==> config.mk <==
export PLATFORM = sky130hd
export DESIGN_NAME = bed_genotype_unpacker_unit
export DESIGN_NICKNAME = d
export VERILOG_FILES = /design/src/rtl/core/bgu_pkg.sv /design/src/rtl/core/bgu_front.sv /design/src/rtl/core/bgu_queue.sv /design/src/rtl/core/bgu_back.sv /design/src/rtl/core/bed_genotype_unpacker_unit.sv
export SDC_FILE = /design/constraint.sdc
export NUM_CORES = 1
export LEC_CHECK = 0
export ABC_AREA = 0
export BUFFER_PORTS_ARGS = -buffer_cell sky130_fd_sc_hd__buf_4
export CAP_MARGIN = 40
export CORE_MARGIN = 4
export CORE_UTILIZATION = 30
export DETAILED_ROUTE_END_ITERATION = 10
export PLACE_DENSITY = 0.59
export SLEW_MARGIN = 20
export SYNTH_ARGS = -nofsm -noshare
export SYNTH_HDL_FRONTEND = slang
export SYNTH_SLANG_ARGS = --single-unit
==> constraint.sdc <==
create_clock -name clock -period 5 [get_ports clock]
set_clock_uncertainty 0.2 [all_clocks]
set_input_delay 0.5 -clock clock [delete_from_list [all_inputs] [get_ports clock]]
set_output_delay 0.5 -clock clock [all_outputs]
set_load 0.05 [all_outputs]
==> src/rtl/core/bgu_pkg.sv <==
// Shared types and constants of the genotype byte unpacker.
// Used by every module under rtl/core; depends on nothing.
`default_nettype none

package bgu_pkg;

   localparam int BYTE_W      = 8;
   localparam int CSR_DATA_W  = 21;
   localparam int CSR_INDEX_W = 1;
   localparam int CELL_W      = 40;
   localparam int GENO_W      = 2;
   localparam int QUEUE_DEPTH = 2;

   localparam logic [BYTE_W-1:0] MAGIC_FIRST  = 8'h6C;
   localparam logic [BYTE_W-1:0] MAGIC_SECOND = 8'h1B;

   localparam logic [CSR_INDEX_W-1:0] CSR_ROW_COUNT = 1'd0;
   localparam logic [CSR_INDEX_W-1:0] CSR_COL_COUNT = 1'd1;

   typedef enum logic [2:0] {
      ST_MAGIC0,
      ST_MAGIC1,
      ST_ORDER,
      ST_DATA,
      ST_ERROR
   } hdr_state_type;

   typedef enum logic {
      ENTRY_DATA,
      ENTRY_ERROR
   } entry_kind_type;

   typedef struct packed {
      entry_kind_type    kind;
      logic              by_locus;
      logic [BYTE_W-1:0] byte_value;
   } entry_type;

   // Fixed recoding of a raw 2-bit pair.
   function automatic logic [GENO_W-1:0] geno_recode(input logic [GENO_W-1:0] code);
      logic [GENO_W-1:0] g;
      case (code)
         2'd0: g = 2'd1;
         2'd1: g = 2'd0;
         2'd2: g = 2'd2;
         2'd3: g = 2'd3;
         default: g = 2'd0;
      endcase
      return g;
   endfunction

endpackage

`default_nettype wire

==> src/rtl/core/bgu_front.sv <==
// Header parser of the genotype byte unpacker: magic check and order byte.
// Depends on bgu_pkg; feeds data and error words to bgu_queue.
`default_nettype none

module bgu_front
   import bgu_pkg::*;
(
   input  wire logic              clock,
   input  wire logic              reset,
   input  wire logic              req_valid,
   output logic                   req_stall,
   input  wire logic [BYTE_W-1:0] req_byte_value,
   input  wire logic              q_full,
   output logic                   q_push,
   output entry_type              q_entry
);

   hdr_state_type state_ff, state_in;
   logic          by_locus_ff, by_locus_in;
   logic          accept;

   assign req_stall = q_full;
   assign accept    = req_valid && !req_stall;

   always_comb begin
      state_in    = state_ff;
      by_locus_in = by_locus_ff;
      if (accept) begin
         case (state_ff)
            ST_MAGIC0: begin
               state_in = (req_byte_value == MAGIC_FIRST) ? ST_MAGIC1 : ST_ERROR;
            end
            ST_MAGIC1: begin
               state_in = (req_byte_value == MAGIC_SECOND) ? ST_ORDER : ST_ERROR;
            end
            ST_ORDER: begin
               state_in    = ST_DATA;
               by_locus_in = (req_byte_value != '0);
            end
            ST_DATA:  state_in = ST_DATA;
            ST_ERROR: state_in = ST_ERROR;
            default:  state_in = ST_ERROR;
         endcase
      end
   end

   always_comb begin
      q_push                = 1'b0;
      q_entry.kind          = ENTRY_DATA;
      q_entry.by_locus      = by_locus_ff;
      q_entry.byte_value    = req_byte_value;
      case (state_ff)
         ST_MAGIC0: begin
            q_push       = accept && (req_byte_value != MAGIC_FIRST);
            q_entry.kind = ENTRY_ERROR;
         end
         ST_MAGIC1: begin
            q_push       = accept && (req_byte_value != MAGIC_SECOND);
            q_entry.kind = ENTRY_ERROR;
         end
         ST_DATA: begin
            q_push = accept;
         end
         default: begin
            q_push = 1'b0;
         end
      endcase
   end

   always_ff @(posedge clock) begin
      if (reset) begin
         state_ff    <= ST_MAGIC0;
         by_locus_ff <= 1'b0;
      end else begin
         state_ff    <= state_in;
         by_locus_ff <= by_locus_in;
      end
   end

   // Once the magic number fails, the parser stays silent for good.
   a_error_sticky: assert property (@(posedge clock) disable iff (reset)
      state_ff == ST_ERROR |=> state_ff == ST_ERROR)
      else $error("front left the error state");

   a_error_no_push: assert property (@(posedge clock) disable iff (reset)
      state_ff == ST_ERROR || state_ff == ST_ORDER |-> !q_push)
      else $error("front pushed a word after an error or on the order byte");

endmodule

`default_nettype wire

==> src/rtl/core/bgu_queue.sv <==
// Short word queue between the header parser and the pair sequencer.
// Depends on bgu_pkg for the queued word type and its depth.
`default_nettype none

module bgu_queue
   import bgu_pkg::*;
(
   input  wire logic      clock,
   input  wire logic      reset,
   input  wire logic      push,
   input  wire entry_type push_entry,
   output logic           full,
   input  wire logic      pop,
   output logic           head_valid,
   output entry_type      head_entry
);

   localparam int PTR_W = $clog2(QUEUE_DEPTH);
   localparam int CNT_W = $clog2(QUEUE_DEPTH + 1);

   entry_type              slot_ff [QUEUE_DEPTH];
   logic [PTR_W-1:0]       wr_ptr_ff, wr_ptr_in;
   logic [PTR_W-1:0]       rd_ptr_ff, rd_ptr_in;
   logic [CNT_W-1:0]       count_ff, count_in;
   logic                   do_push, do_pop;

   assign full       = (count_ff == CNT_W'(QUEUE_DEPTH));
   assign head_valid = (count_ff != '0);
   assign head_entry = slot_ff[rd_ptr_ff];
   assign do_push    = push && !full;
   assign do_pop     = pop && head_valid;

   always_comb begin
      wr_ptr_in = wr_ptr_ff;
      rd_ptr_in = rd_ptr_ff;
      count_in  = count_ff;
      if (do_push) begin
         wr_ptr_in = (wr_ptr_ff == PTR_W'(QUEUE_DEPTH - 1)) ? '0 : wr_ptr_ff + 1'b1;
      end
      if (do_pop) begin
         rd_ptr_in = (rd_ptr_ff == PTR_W'(QUEUE_DEPTH - 1)) ? '0 : rd_ptr_ff + 1'b1;
      end
      case ({do_push, do_pop})
         2'b10:   count_in = count_ff + 1'b1;
         2'b01:   count_in = count_ff - 1'b1;
         default: count_in = count_ff;
      endcase
   end

   always_ff @(posedge clock) begin
      if (reset) begin
         wr_ptr_ff <= '0;
         rd_ptr_ff <= '0;
         count_ff  <= '0;
      end else begin
         wr_ptr_ff <= wr_ptr_in;
         rd_ptr_ff <= rd_ptr_in;
         count_ff  <= count_in;
      end
   end

   always_ff @(posedge clock) begin
      if (do_push) begin
         slot_ff[wr_ptr_ff] <= push_entry;
      end
   end

   a_count_bound: assert property (@(posedge clock) disable iff (reset)
      count_ff <= CNT_W'(QUEUE_DEPTH))
      else $error("queue count above its depth");

endmodule

`default_nettype wire

==> src/rtl/core/bgu_back.sv <==
// Pair sequencer of the genotype byte unpacker: one genotype per cycle unless
// stalled, matrix cell tracking, registered result word. Depends on bgu_pkg.
`default_nettype none

module bgu_back
   import bgu_pkg::*;
#(
   parameter int ROW_W = 21,
   parameter int COL_W = 21
) (
   input  wire logic              clock,
   input  wire logic              reset,
   input  wire logic [ROW_W-1:0]  row_count,
   input  wire logic [COL_W-1:0]  col_count,
   input  wire logic              q_valid,
   input  wire entry_type         q_entry,
   output logic                   q_pop,
   output logic                   rsp_valid,
   input  wire logic              rsp_stall,
   output logic [CELL_W-1:0]      rsp_cell_index,
   output logic [GENO_W-1:0]      rsp_genotype,
   output logic                   rsp_status,
   output logic                   rsp_last_of_byte,
   output logic                   rsp_matrix_done
);

   logic [1:0]        pair_ff, pair_in;
   logic [ROW_W-1:0]  row_ff, row_in;
   logic [COL_W-1:0]  col_ff, col_in;
   logic [CELL_W-1:0] cell_ff, cell_in;
   logic              fin_ff, fin_in;
   logic              valid_ff;

   logic              out_free, load;
   logic [ROW_W:0]    row_inc;
   logic [COL_W:0]    col_inc;
   logic [GENO_W-1:0] code;
   logic              wrap, done, end_byte;
   logic [CELL_W-1:0] res_cell;
   logic [GENO_W-1:0] res_geno;
   logic              res_status, res_last, res_done;

   assign out_free = !valid_ff || !rsp_stall;
   assign row_inc  = {1'b0, row_ff} + 1'b1;
   assign col_inc  = {1'b0, col_ff} + 1'b1;
   assign code     = q_entry.byte_value[{pair_ff, 1'b0} +: GENO_W];

   always_comb begin
      pair_in    = pair_ff;
      row_in     = row_ff;
      col_in     = col_ff;
      cell_in    = cell_ff;
      fin_in     = fin_ff;
      q_pop      = 1'b0;
      load       = 1'b0;
      wrap       = 1'b0;
      done       = 1'b0;
      end_byte   = 1'b0;
      res_cell   = cell_ff;
      res_geno   = geno_recode(code);
      res_status = 1'b0;
      res_last   = 1'b0;
      res_done   = 1'b0;
      if (q_valid) begin
         if (q_entry.kind == ENTRY_ERROR) begin
            if (out_free) begin
               load       = 1'b1;
               q_pop      = 1'b1;
               res_cell   = '0;
               res_geno   = '0;
               res_status = 1'b1;
               res_last   = 1'b1;
            end
         end else if (fin_ff) begin
            // The matrix is full: later words are dropped unseen.
            q_pop = 1'b1;
         end else if (out_free) begin
            load = 1'b1;
            if (q_entry.by_locus) begin
               cell_in = cell_ff + 1'b1;
               if (row_inc >= {1'b0, row_count}) begin
                  wrap   = 1'b1;
                  row_in = '0;
                  col_in = col_inc[COL_W-1:0];
                  done   = (col_inc >= {1'b0, col_count});
               end else begin
                  row_in = row_inc[ROW_W-1:0];
               end
            end else begin
               cell_in = cell_ff + CELL_W'(row_count);
               if (col_inc >= {1'b0, col_count}) begin
                  wrap    = 1'b1;
                  col_in  = '0;
                  row_in  = row_inc[ROW_W-1:0];
                  done    = (row_inc >= {1'b0, row_count});
                  cell_in = CELL_W'(row_inc);
               end else begin
                  col_in = col_inc[COL_W-1:0];
               end
            end
            end_byte = (pair_ff == 2'd3) || wrap || done;
            res_last = end_byte;
            res_done = done;
            if (done) begin
               fin_in = 1'b1;
            end
            if (end_byte) begin
               q_pop   = 1'b1;
               pair_in = '0;
            end else begin
               pair_in = pair_ff + 1'b1;
            end
         end
      end
   end

   always_ff @(posedge clock) begin
      if (reset) begin
         pair_ff  <= '0;
         row_ff   <= '0;
         col_ff   <= '0;
         cell_ff  <= '0;
         fin_ff   <= 1'b0;
         valid_ff <= 1'b0;
      end else begin
         pair_ff <= pair_in;
         row_ff  <= row_in;
         col_ff  <= col_in;
         cell_ff <= cell_in;
         fin_ff  <= fin_in;
         if (load) begin
            valid_ff <= 1'b1;
         end else if (!rsp_stall) begin
            valid_ff <= 1'b0;
         end
      end
   end

   always_ff @(posedge clock) begin
      if (load) begin
         rsp_cell_index   <= res_cell;
         rsp_genotype     <= res_geno;
         rsp_status       <= res_status;
         rsp_last_of_byte <= res_last;
         rsp_matrix_done  <= res_done;
      end
   end

   assign rsp_valid = valid_ff;

   // A byte is only ever partly unpacked while it is still at the queue head.
   a_pair_needs_word: assert property (@(posedge clock) disable iff (reset)
      pair_ff != 2'd0 |-> q_valid && q_entry.kind == ENTRY_DATA)
      else $error("pair index advanced without a data word");

   a_done_sets_finished: assert property (@(posedge clock) disable iff (reset)
      load && res_done |=> fin_ff)
      else $error("final cell did not set the finished flag");

   a_no_genotype_after_done: assert property (@(posedge clock) disable iff (reset)
      fin_ff |-> !(load && !res_status))
      else $error("genotype emitted after the matrix was complete");

endmodule

`default_nettype wire

==> src/rtl/core/bed_genotype_unpacker_unit.sv <==
// Genotype byte unpacker: takes packed 2-bit genotype file bytes, one word
// per req_ handshake, and gives recoded genotypes with their column-major
// cell index, one word per rsp_ handshake. Depends on bgu_pkg and on
// bgu_front, bgu_queue and bgu_back.
//
// The first two bytes are the magic number; a mismatch gives one error word
// (status set) and every later byte is taken and ignored. The third byte sets
// SNP-major (nonzero) or individual-major order. Each data byte then yields
// up to four genotype words, low pair first; the pair sequencer makes one per
// cycle while rsp_ is not stalled. The first word of a byte passes through a
// queue slot and then the registered result word. After the word that fills
// the final cell, later bytes are taken and dropped.
// Row and column counts are written through the csr_ port; the user must
// write them only while the block is idle, and the block itself does not
// enforce this. Both reset to 1. A stalled rsp_ word holds; two queued bytes
// decouple the input, so req_stall rises once the queue is full. Synchronous
// reset returns to the start of the header with an empty queue and no result.
`default_nettype none

module bed_genotype_unpacker_unit
   import bgu_pkg::*;
#(
   parameter int MAX_ROWS = 1048576,
   parameter int MAX_COLS = 1048576
) (
   input  wire logic                   clock,
   input  wire logic                   reset,
   input  wire logic                   csr_write_enable,
   input  wire logic [CSR_INDEX_W-1:0] csr_index,
   input  wire logic [CSR_DATA_W-1:0]  csr_wdata,
   input  wire logic                   req_valid,
   output logic                        req_stall,
   input  wire logic [BYTE_W-1:0]      req_byte_value,
   output logic                        rsp_valid,
   input  wire logic                   rsp_stall,
   output logic [CELL_W-1:0]           rsp_cell_index,
   output logic [GENO_W-1:0]           rsp_genotype,
   output logic                        rsp_status,
   output logic                        rsp_last_of_byte,
   output logic                        rsp_matrix_done
);

   localparam int ROW_W = $clog2(MAX_ROWS + 1);
   localparam int COL_W = $clog2(MAX_COLS + 1);

   logic [ROW_W-1:0] row_count_ff, row_count_in;
   logic [COL_W-1:0] col_count_ff, col_count_in;

   logic      q_full, q_push, q_pop, q_valid;
   entry_type push_entry, head_entry;

   // Counts are stored already clamped to one and to their maximum.
   always_comb begin
      row_count_in = row_count_ff;
      col_count_in = col_count_ff;
      if (csr_write_enable) begin
         case (csr_index)
            CSR_ROW_COUNT: begin
               if (csr_wdata == '0) begin
                  row_count_in = ROW_W'(1);
               end else if (32'(csr_wdata) > 32'(MAX_ROWS)) begin
                  row_count_in = ROW_W'(MAX_ROWS);
               end else begin
                  row_count_in = ROW_W'(csr_wdata);
               end
            end
            CSR_COL_COUNT: begin
               if (csr_wdata == '0) begin
                  col_count_in = COL_W'(1);
               end else if (32'(csr_wdata) > 32'(MAX_COLS)) begin
                  col_count_in = COL_W'(MAX_COLS);
               end else begin
                  col_count_in = COL_W'(csr_wdata);
               end
            end
            default: begin
               row_count_in = row_count_ff;
            end
         endcase
      end
   end

   always_ff @(posedge clock) begin
      if (reset) begin
         row_count_ff <= ROW_W'(1);
         col_count_ff <= COL_W'(1);
      end else begin
         row_count_ff <= row_count_in;
         col_count_ff <= col_count_in;
      end
   end

   bgu_front u_front (
      .clock          (clock),
      .reset          (reset),
      .req_valid      (req_valid),
      .req_stall      (req_stall),
      .req_byte_value (req_byte_value),
      .q_full         (q_full),
      .q_push         (q_push),
      .q_entry        (push_entry)
   );

   bgu_queue u_queue (
      .clock      (clock),
      .reset      (reset),
      .push       (q_push),
      .push_entry (push_entry),
      .full       (q_full),
      .pop        (q_pop),
      .head_valid (q_valid),
      .head_entry (head_entry)
   );

   bgu_back #(
      .ROW_W (ROW_W),
      .COL_W (COL_W)
   ) u_back (
      .clock            (clock),
      .reset            (reset),
      .row_count        (row_count_ff),
      .col_count        (col_count_ff),
      .q_valid          (q_valid),
      .q_entry          (head_entry),
      .q_pop            (q_pop),
      .rsp_valid        (rsp_valid),
      .rsp_stall        (rsp_stall),
      .rsp_cell_index   (rsp_cell_index),
      .rsp_genotype     (rsp_genotype),
      .rsp_status       (rsp_status),
      .rsp_last_of_byte (rsp_last_of_byte),
      .rsp_matrix_done  (rsp_matrix_done)
   );

endmodule

`default_nettype wire
Yosys cells after proc, flatten, opt, wreduce, memory -nomap -nowiden
Memory sizes are Yosys's and may differ from the RTL's. A register that Yosys moved wholly into a read port is not among the register bits.
Index checks and enable logic that the tools add are counted.

storage, ports and cells
  latch bits = 0
  flip-flop bits (word level) = 181
  memory bits (writable) = 20
  input port bits = 35
  memories = 1
  ROM bits = 0

memories
  memory           depth  bits a word  rd ports  clocked after Yosys merged registers in  write ports  RTL line         RTL
  u_queue.slot_ff  2      10           1         1                                        1            bgu_queue.sv:21  entry_type slot_ff [QUEUE_DEPTH];

operators by class
  $add $sub $neg = 9
  bitwise logic cells = 5
  multiplexer cells = 61
  shift-type cells = 1
  multiply operators = 0
  reduce and logical (&&, ||, !) cells = 29
  order comparisons = 3
  div/mod/pow operators = 0
  eq/ne operators = 16

operator list
  operator                 count
  $mux W40                 5
  $mux W21                 8
  $add A21 B1 Y22 const B  2
  $ge A22 B21 Y1           2
  $add A40 B1 Y40 const B  1
  $add A40 B21 Y40         1
  $mux W1                  38
  $gt A21 B21 Y1 const B   1
  $logic_not A21 Y1        1
  $eq A2 B2 Y1 const B     5
  $reduce_and A2 Y1        5
  $reduce_and A5 Y1        2
  $pmux W3 S3              1
  $eq A8 B5 Y1 const B     1
  $eq A8 B7 Y1 const B     1
  $mux W2                  4
  $ne A8 B5 Y1 const B     1
  $ne A8 B7 Y1 const B     1
  $pmux W2 S4              1
  $reduce_bool A8 Y1       1
  $shiftx A8 B4 Y2         1
  $eq A3 B2 Y1 const B     2
  $mux W3                  2
  $reduce_bool A2 Y1       3
  17 further kinds         34

Longest topological paths before layout
  depth in word-level cells = 18
  depth in mapped cells = 20
  mapped depth without buffers = 19

Modules after synthesis
Synthesis repeated with hierarchy kept, for this count alone.

unflattened totals
  cell total of the unflattened synthesis = 1,457
  area total of the unflattened synthesis = 12,368.1 sq um

modules (own cells, without submodules)
  module                      cells each  times used  area each (sq um)  seq. area each (sq um)
  bgu_back                    1,139       1           9,382.7            3,072.9
  bed_genotype_unpacker_unit  217         1           1,672.9            840.8
  bgu_queue                   57          1           944.7              700.7
  bgu_front                   44          1           367.9              80.1

Worst setup path after synthesis
OpenSTA, ideal clock, no wires.

  path type = flip-flop to flip-flop
  from = reg u_back.col_ff[0]
  to = reg u_queue.count_ff[1]
  data arrival time = 4.503 ns
  period minus slack after synthesis = 4.774 ns
  cell stages (with the launch flop) = 20
  required time = 4.730 ns
  path slack = 0.226 ns
  path through = dfxtp_1 > ha_1 > nand3_1 > nor3_1 > nand3_1 > nor2_1 > nand4_1 > xnor2_1 > ha_1 > and4_1 > o311a_1 > a211oi_2 > o21ai_2 > or3_1 > buf_6 > a21oi_4 > a31oi_4 > ha_1 > or3_1 > a21oi_1

between the ends
  cells in the longest elaborated chain, start to end = 18
  elaborated cells on any way between the ends = 27

RTL lines
  item                                                      RTL line                        RTL
  from (decl)                                               bgu_back.sv:29                  logic [COL_W-1:0] col_ff, col_in;
  from (signal assigned)                                    bgu_back.sv:128                 col_ff <= col_in;
  $add A21 B1 Y22 (*)                                       bgu_back.sv:45                  assign col_inc = {1'b0, col_ff} + 1'b1;
  $ge A22 B21 Y1 (*)                                        bgu_back.sv:85, bgu_back.sv:91
  $mux W1                                                   bgu_back.sv:91                  if (col_inc >= {1'b0, col_count}) begin
  $mux W1                                                   bgu_back.sv:79                  if (q_entry.by_locus) begin
  $mux W1                                                   bgu_back.sv:77                  end else if (out_free) begin
  $mux W1                                                   bgu_back.sv:74                  end else if (fin_ff) begin
  $mux W1                                                   bgu_back.sv:65                  if (q_entry.kind == ENTRY_ERROR) begin
  $mux W1                                                   bgu_back.sv:64                  if (q_valid) begin
  [3 not listed]                                            n/a
  $mux W1 (*)                                               bgu_back.sv:77
  $mux W1 (*)                                               bgu_back.sv:74
  $mux W1 (*)                                               bgu_back.sv:65
  $mux W1 (*)                                               bgu_back.sv:64
  $logic_and A1 B1 Y1 (*)                                   bgu_queue.sv:31                 assign do_pop = pop && head_valid;
  named net u_queue.do_pop                                  bgu_queue.sv:25                 logic do_push, do_pop;
  $eq A2 B1 Y1 / $eq A2 B2 Y1 (equally long branches)       bgu_queue.sv:43                 case ({do_push, do_pop})
  $pmux W2 S2 / $reduce_bool A2 Y1 (equally long branches)  n/a
  to (signal assigned)                                      bgu_queue.sv:58                 count_ff <= count_in;
  to (decl)                                                 bgu_queue.sv:24                 logic [CNT_W-1:0] count_ff, count_in;

The timed path passes the listed nets; every way through them passes the cells marked *. The select of a mux whose other input is x is not followed.
A chain may end at the register's enable or synchronous reset.

Worst setup path in the final report
  from = reg u_back.col_ff[1]
  to = reg u_queue.count_ff[1]

The elaborated chain is that of the path after synthesis.

==> impl_metrics.yaml <==
sta:
  finalCritPeriodShare_pct: 95.3
  layout_min_cycle_time_ps: 4770
  max_freq_mhz: 210
  drv_slew: 0
  fin_tns_setup_ps: 0
  worstMarginPinSlew_ps: 868
  setup_viol: 0
  relSlewSlack_pct: 41.9
  final-hold-violation-count: 0
  rsz0062_at_grt: "no"
die:
  start_util_pct: 30.3
  die_width_um: 211
  core_area_um2: 40800
  boundaryPins: 82
  die_h_um: 211
  die-area_um2: 44600
  rows: 74
final_layout:
  antenna_cells_inserted: 0
  instances_no_fill: 2089
  syn2layout_area_growth_pct: 18.0
  drive_gt1_share_pct: 12.1
  final_cell_area_um2: 14600
  nets: 1645
clocking:
  clk_latency_ps: 530
  clk_path_buf_depth: 3
  cts_htree_levels: 1
  root_buffer: "clkbuf_16"
  cts_buffers: 25
  cts.clk_slew.worst_paths_ps: 60
  numClockSinks: 202
  cts_tree: "built"
  postCtsSetupRepairBufs: 0
synthesis:
  synthCells: 1477
  synth_cell_type_count: 81
  yosys_warnings: 0
  syn_nets: 1583
  synth_area_um2: 12400
  yosys.area.top_type_share_pct: 22.1
  syn_area_per_cell_um2: 8.38
  synth_area_leaders: "dfxtp_1 (22%), edfxtp_1 (16%), ha_1 (7.1%), a21oi_1 (5.6%), nand2_1 (5.3%)"
  ys_ff_latch: 202
  synth_top_cell_by_area: "dfxtp_1"
  synth_async_sr_flop_share_pct: 0
  ys_seq_area_share_pct: 37.9
  synth_top_flop_cell: "dfxtp_1"
  synth_edf_count: 65
critical_path:
  crit_start: "u_back.col_ff[1]"
  endpoint_kind: "flop"
  crit_arrival_ps: 5020
  reg2reg_depth: 18
  critPathTopFamily: "simple AND/OR/NAND/NOR gates"
  crit_cells: 18
  critPathKind: "reg -> reg"
  slowest_stage: "or3_1"
  crit_path_cell_trace: "ha_2 -> nand3_1 -> nor3_2 -> nand3_1 -> nor2_1 -> nand4_1 -> xnor2_1 -> ha_1 -> and4_1 -> o311a_1 -> a211oi_2 -> o21ai_2 -> or3_1 -> a21oi_4 -> a31oi_4 -> ha_1 -> or3_1 -> a21oi_1"
  crit_path_max_fanout: 4
  r2r_slack_ps: 230
  required_ps: 5250
  crit_buf_inv: 0
  start_kind: "flop"
  rr_startpoint: "u_back.col_ff[1]"
  max_stage_delay_ps: 430
global_routing:
  grt_antenna_before_repair: 0
  grt_pass1_vias: 10700
  grt_use_total_pct: 16.0
  grt_pass1_wl_um: 58700
  grt_max_degree: 58
  overflow: 0
worst_hold_path:
  hp-start: "csr_wdata[11]"
  min_path_type: "in -> reg"
  whs_path_depth: 3
power:
  p_per_area_nw_per_um2: 427
  power_frac_seq_pct: 34.5
  peakVddDrop_mv: 0.199
  p_sw_share_pct: 38.0
  clkPwrFrac_pct: 31.1
  p_leak_nw: 5.32
  switching_power_w: 0.00237
  combPwrFrac_pct: 34.3
  intPower_w: 0.00387
placed_design:
  placed_cell_area_um2: 13600
  port_buffers: 81
  place_inst: 2033
  gp_congestion: 0.916
  dpl.hpwl_um: 26900
drt:
  num_vias: 11300
  dr.first_iter.drc_count: 933
  totalWireLength_um: 36700
  viasPerCell: 5.39
  dr.pass1.iters: 5
  routedWlPerCell_um: 17.6
  drc: 0
  antenna_left: 0
outcome:
  status: "finished clean"
flow_run:
  maxCapViolCount: 0
[synth_stat cells, types with 13 or more instances]
| cell | count |
|---|---|
| nand2_1 | 176 |
| a21oi_1 | 138 |
| dfxtp_1 | 137 |
| nor2_1 | 100 |
| nand3_1 | 73 |
| ha_1 | 70 |
| clkbuf_1 | 68 |
| inv_1 | 67 |
| edfxtp_1 | 65 |
| o21ai_0 | 65 |
| nor2b_1 | 52 |
| xnor2_1 | 42 |
| nor3_1 | 41 |
| nand4_1 | 40 |
| and3_1 | 23 |
| xor2_1 | 22 |
| a31oi_1 | 17 |
| nor4_1 | 17 |
| o211ai_1 | 16 |
| a22oi_1 | 15 |
| a211oi_1 | 14 |
| a21o_1 | 14 |
| or3_1 | 13 |
[cell usage in the layout (no fill, tap or decap), drive strengths merged, types with 8 or more instances in the layout]
cell / instances
o21ai: 70
inv: 67
or4: 8
o32ai: 8
nor2: 100
mux2i: 8
nor2b: 52
clkbuf: 34
nand4: 41
dfxtp: 137
nand3: 73
xor2: 22
nor3: 43
o211ai: 17
nor4: 19
a21o: 14
xnor2: 42
nand2: 177
edfxtp: 65
and3: 23
and4: 9
a22oi: 15
buf: 114
ha: 70
a211oi: 15
or3: 13
and2: 11
a31oi: 18
a21oi: 139
dlygate4sd3: 9
[metrics by stage]
stage	setup WS, ps	power [W]	utilization, %	hold WS, ps
global route	2.67	0.00655	35.8	47.6
global placement	181	0.00428	33.1	236
detailed placement	157	0.00434	33.3	247
CTS	137	0.00630	35.7	42.6
finish	234	0.00624	35.8	60.6
floorplan	226	0.00361	-	226
[worst min-delay path, delay by kind of cell]
family / cells / cell delay (ps)
AND/OR/NAND/NOR: 1 / 60
buffers and inverters: 1 / 120
AO/OA/AOI/OAI: 1 / 50
[final timing paths]
path	end
setup / recovery	u_queue.count_ff[1]
hold / removal	row_count_ff[11]
setup reg to reg	u_queue.count_ff[1]
hold reg to reg	col_count_ff[16]
[timing repair]
action | CTS | global route
gates resized for setup | 0 | 5
endpoints found under the setup margin | 0 | 3
hold endpoints to repair | 17 | 0
hold buffers | 9 | 0
[metal layers]
metal	routed length, um	GRT usage (%)
met1	16600	22.0
met2	17000	26.5
met3	1940	1.84
met4	1130	4.87
met5	0	0
[cell families (layout without fill, tap and decap cells)]
| family | count (synthesis) | in the layout | synth area share (%) |
|---|---|---|---|
| multiplexers | 18 | 18 | 1.92 |
| AO/OA/AOI/OAI | 374 | 374 | 19.6 |
| AND/OR/NAND/NOR | 593 | 593 | 24.0 |
| buffers and inverters | 155 | 235 | 4.85 |
| XOR/XNOR | 64 | 64 | 4.53 |
| adder cells (fa/ha/maj) | 71 | 71 | 7.23 |
| flip-flops | 202 | 202 | 37.9 |
[registers in the layout, summed over array words and instances, names as in the netlist, 3 cells and up, named ones only]
| signal | flops |
|---|---|
| u_back.cell_ff | 40 |
| u_back.rsp_cell_index | 40 |
| col_count_ff | 21 |
| row_count_ff | 21 |
| u_back.col_ff | 21 |
| u_back.row_ff | 21 |
| u_queue.slot_ff | 20 |
| u_front.state_ff | 3 |
[power by group through the flow]
| stage | clock [W] | combinational [W] | sequential (W) |
|---|---|---|---|
| 4_1_cts | 0.00199 | 0.00216 | 0.00216 |
| 3_5_place_dp | 0 | 0.00214 | 0.00219 |
| 6_report | 0.00194 | 0.00214 | 0.00215 |
| 5_1_grt | 0.00206 | 0.00231 | 0.00219 |
| 2_1_floorplan | 0 | 0.000982 | 0.00262 |
| 3_3_place_gp | 0 | 0.00208 | 0.00220 |
[final cells by class]
class / count / area (um2)
clock inverters: 11 / 180
well taps: 532 / 666
inverters: 67 / 251
multi-input cells: 1120 / 7140
repair buffers: 123 / 985
fillers: 4164 / 26200
clock buffers: 34 / 701
flip-flops and latches: 202 / 4700
No activity file was read; power rests on OpenSTA's default activity.
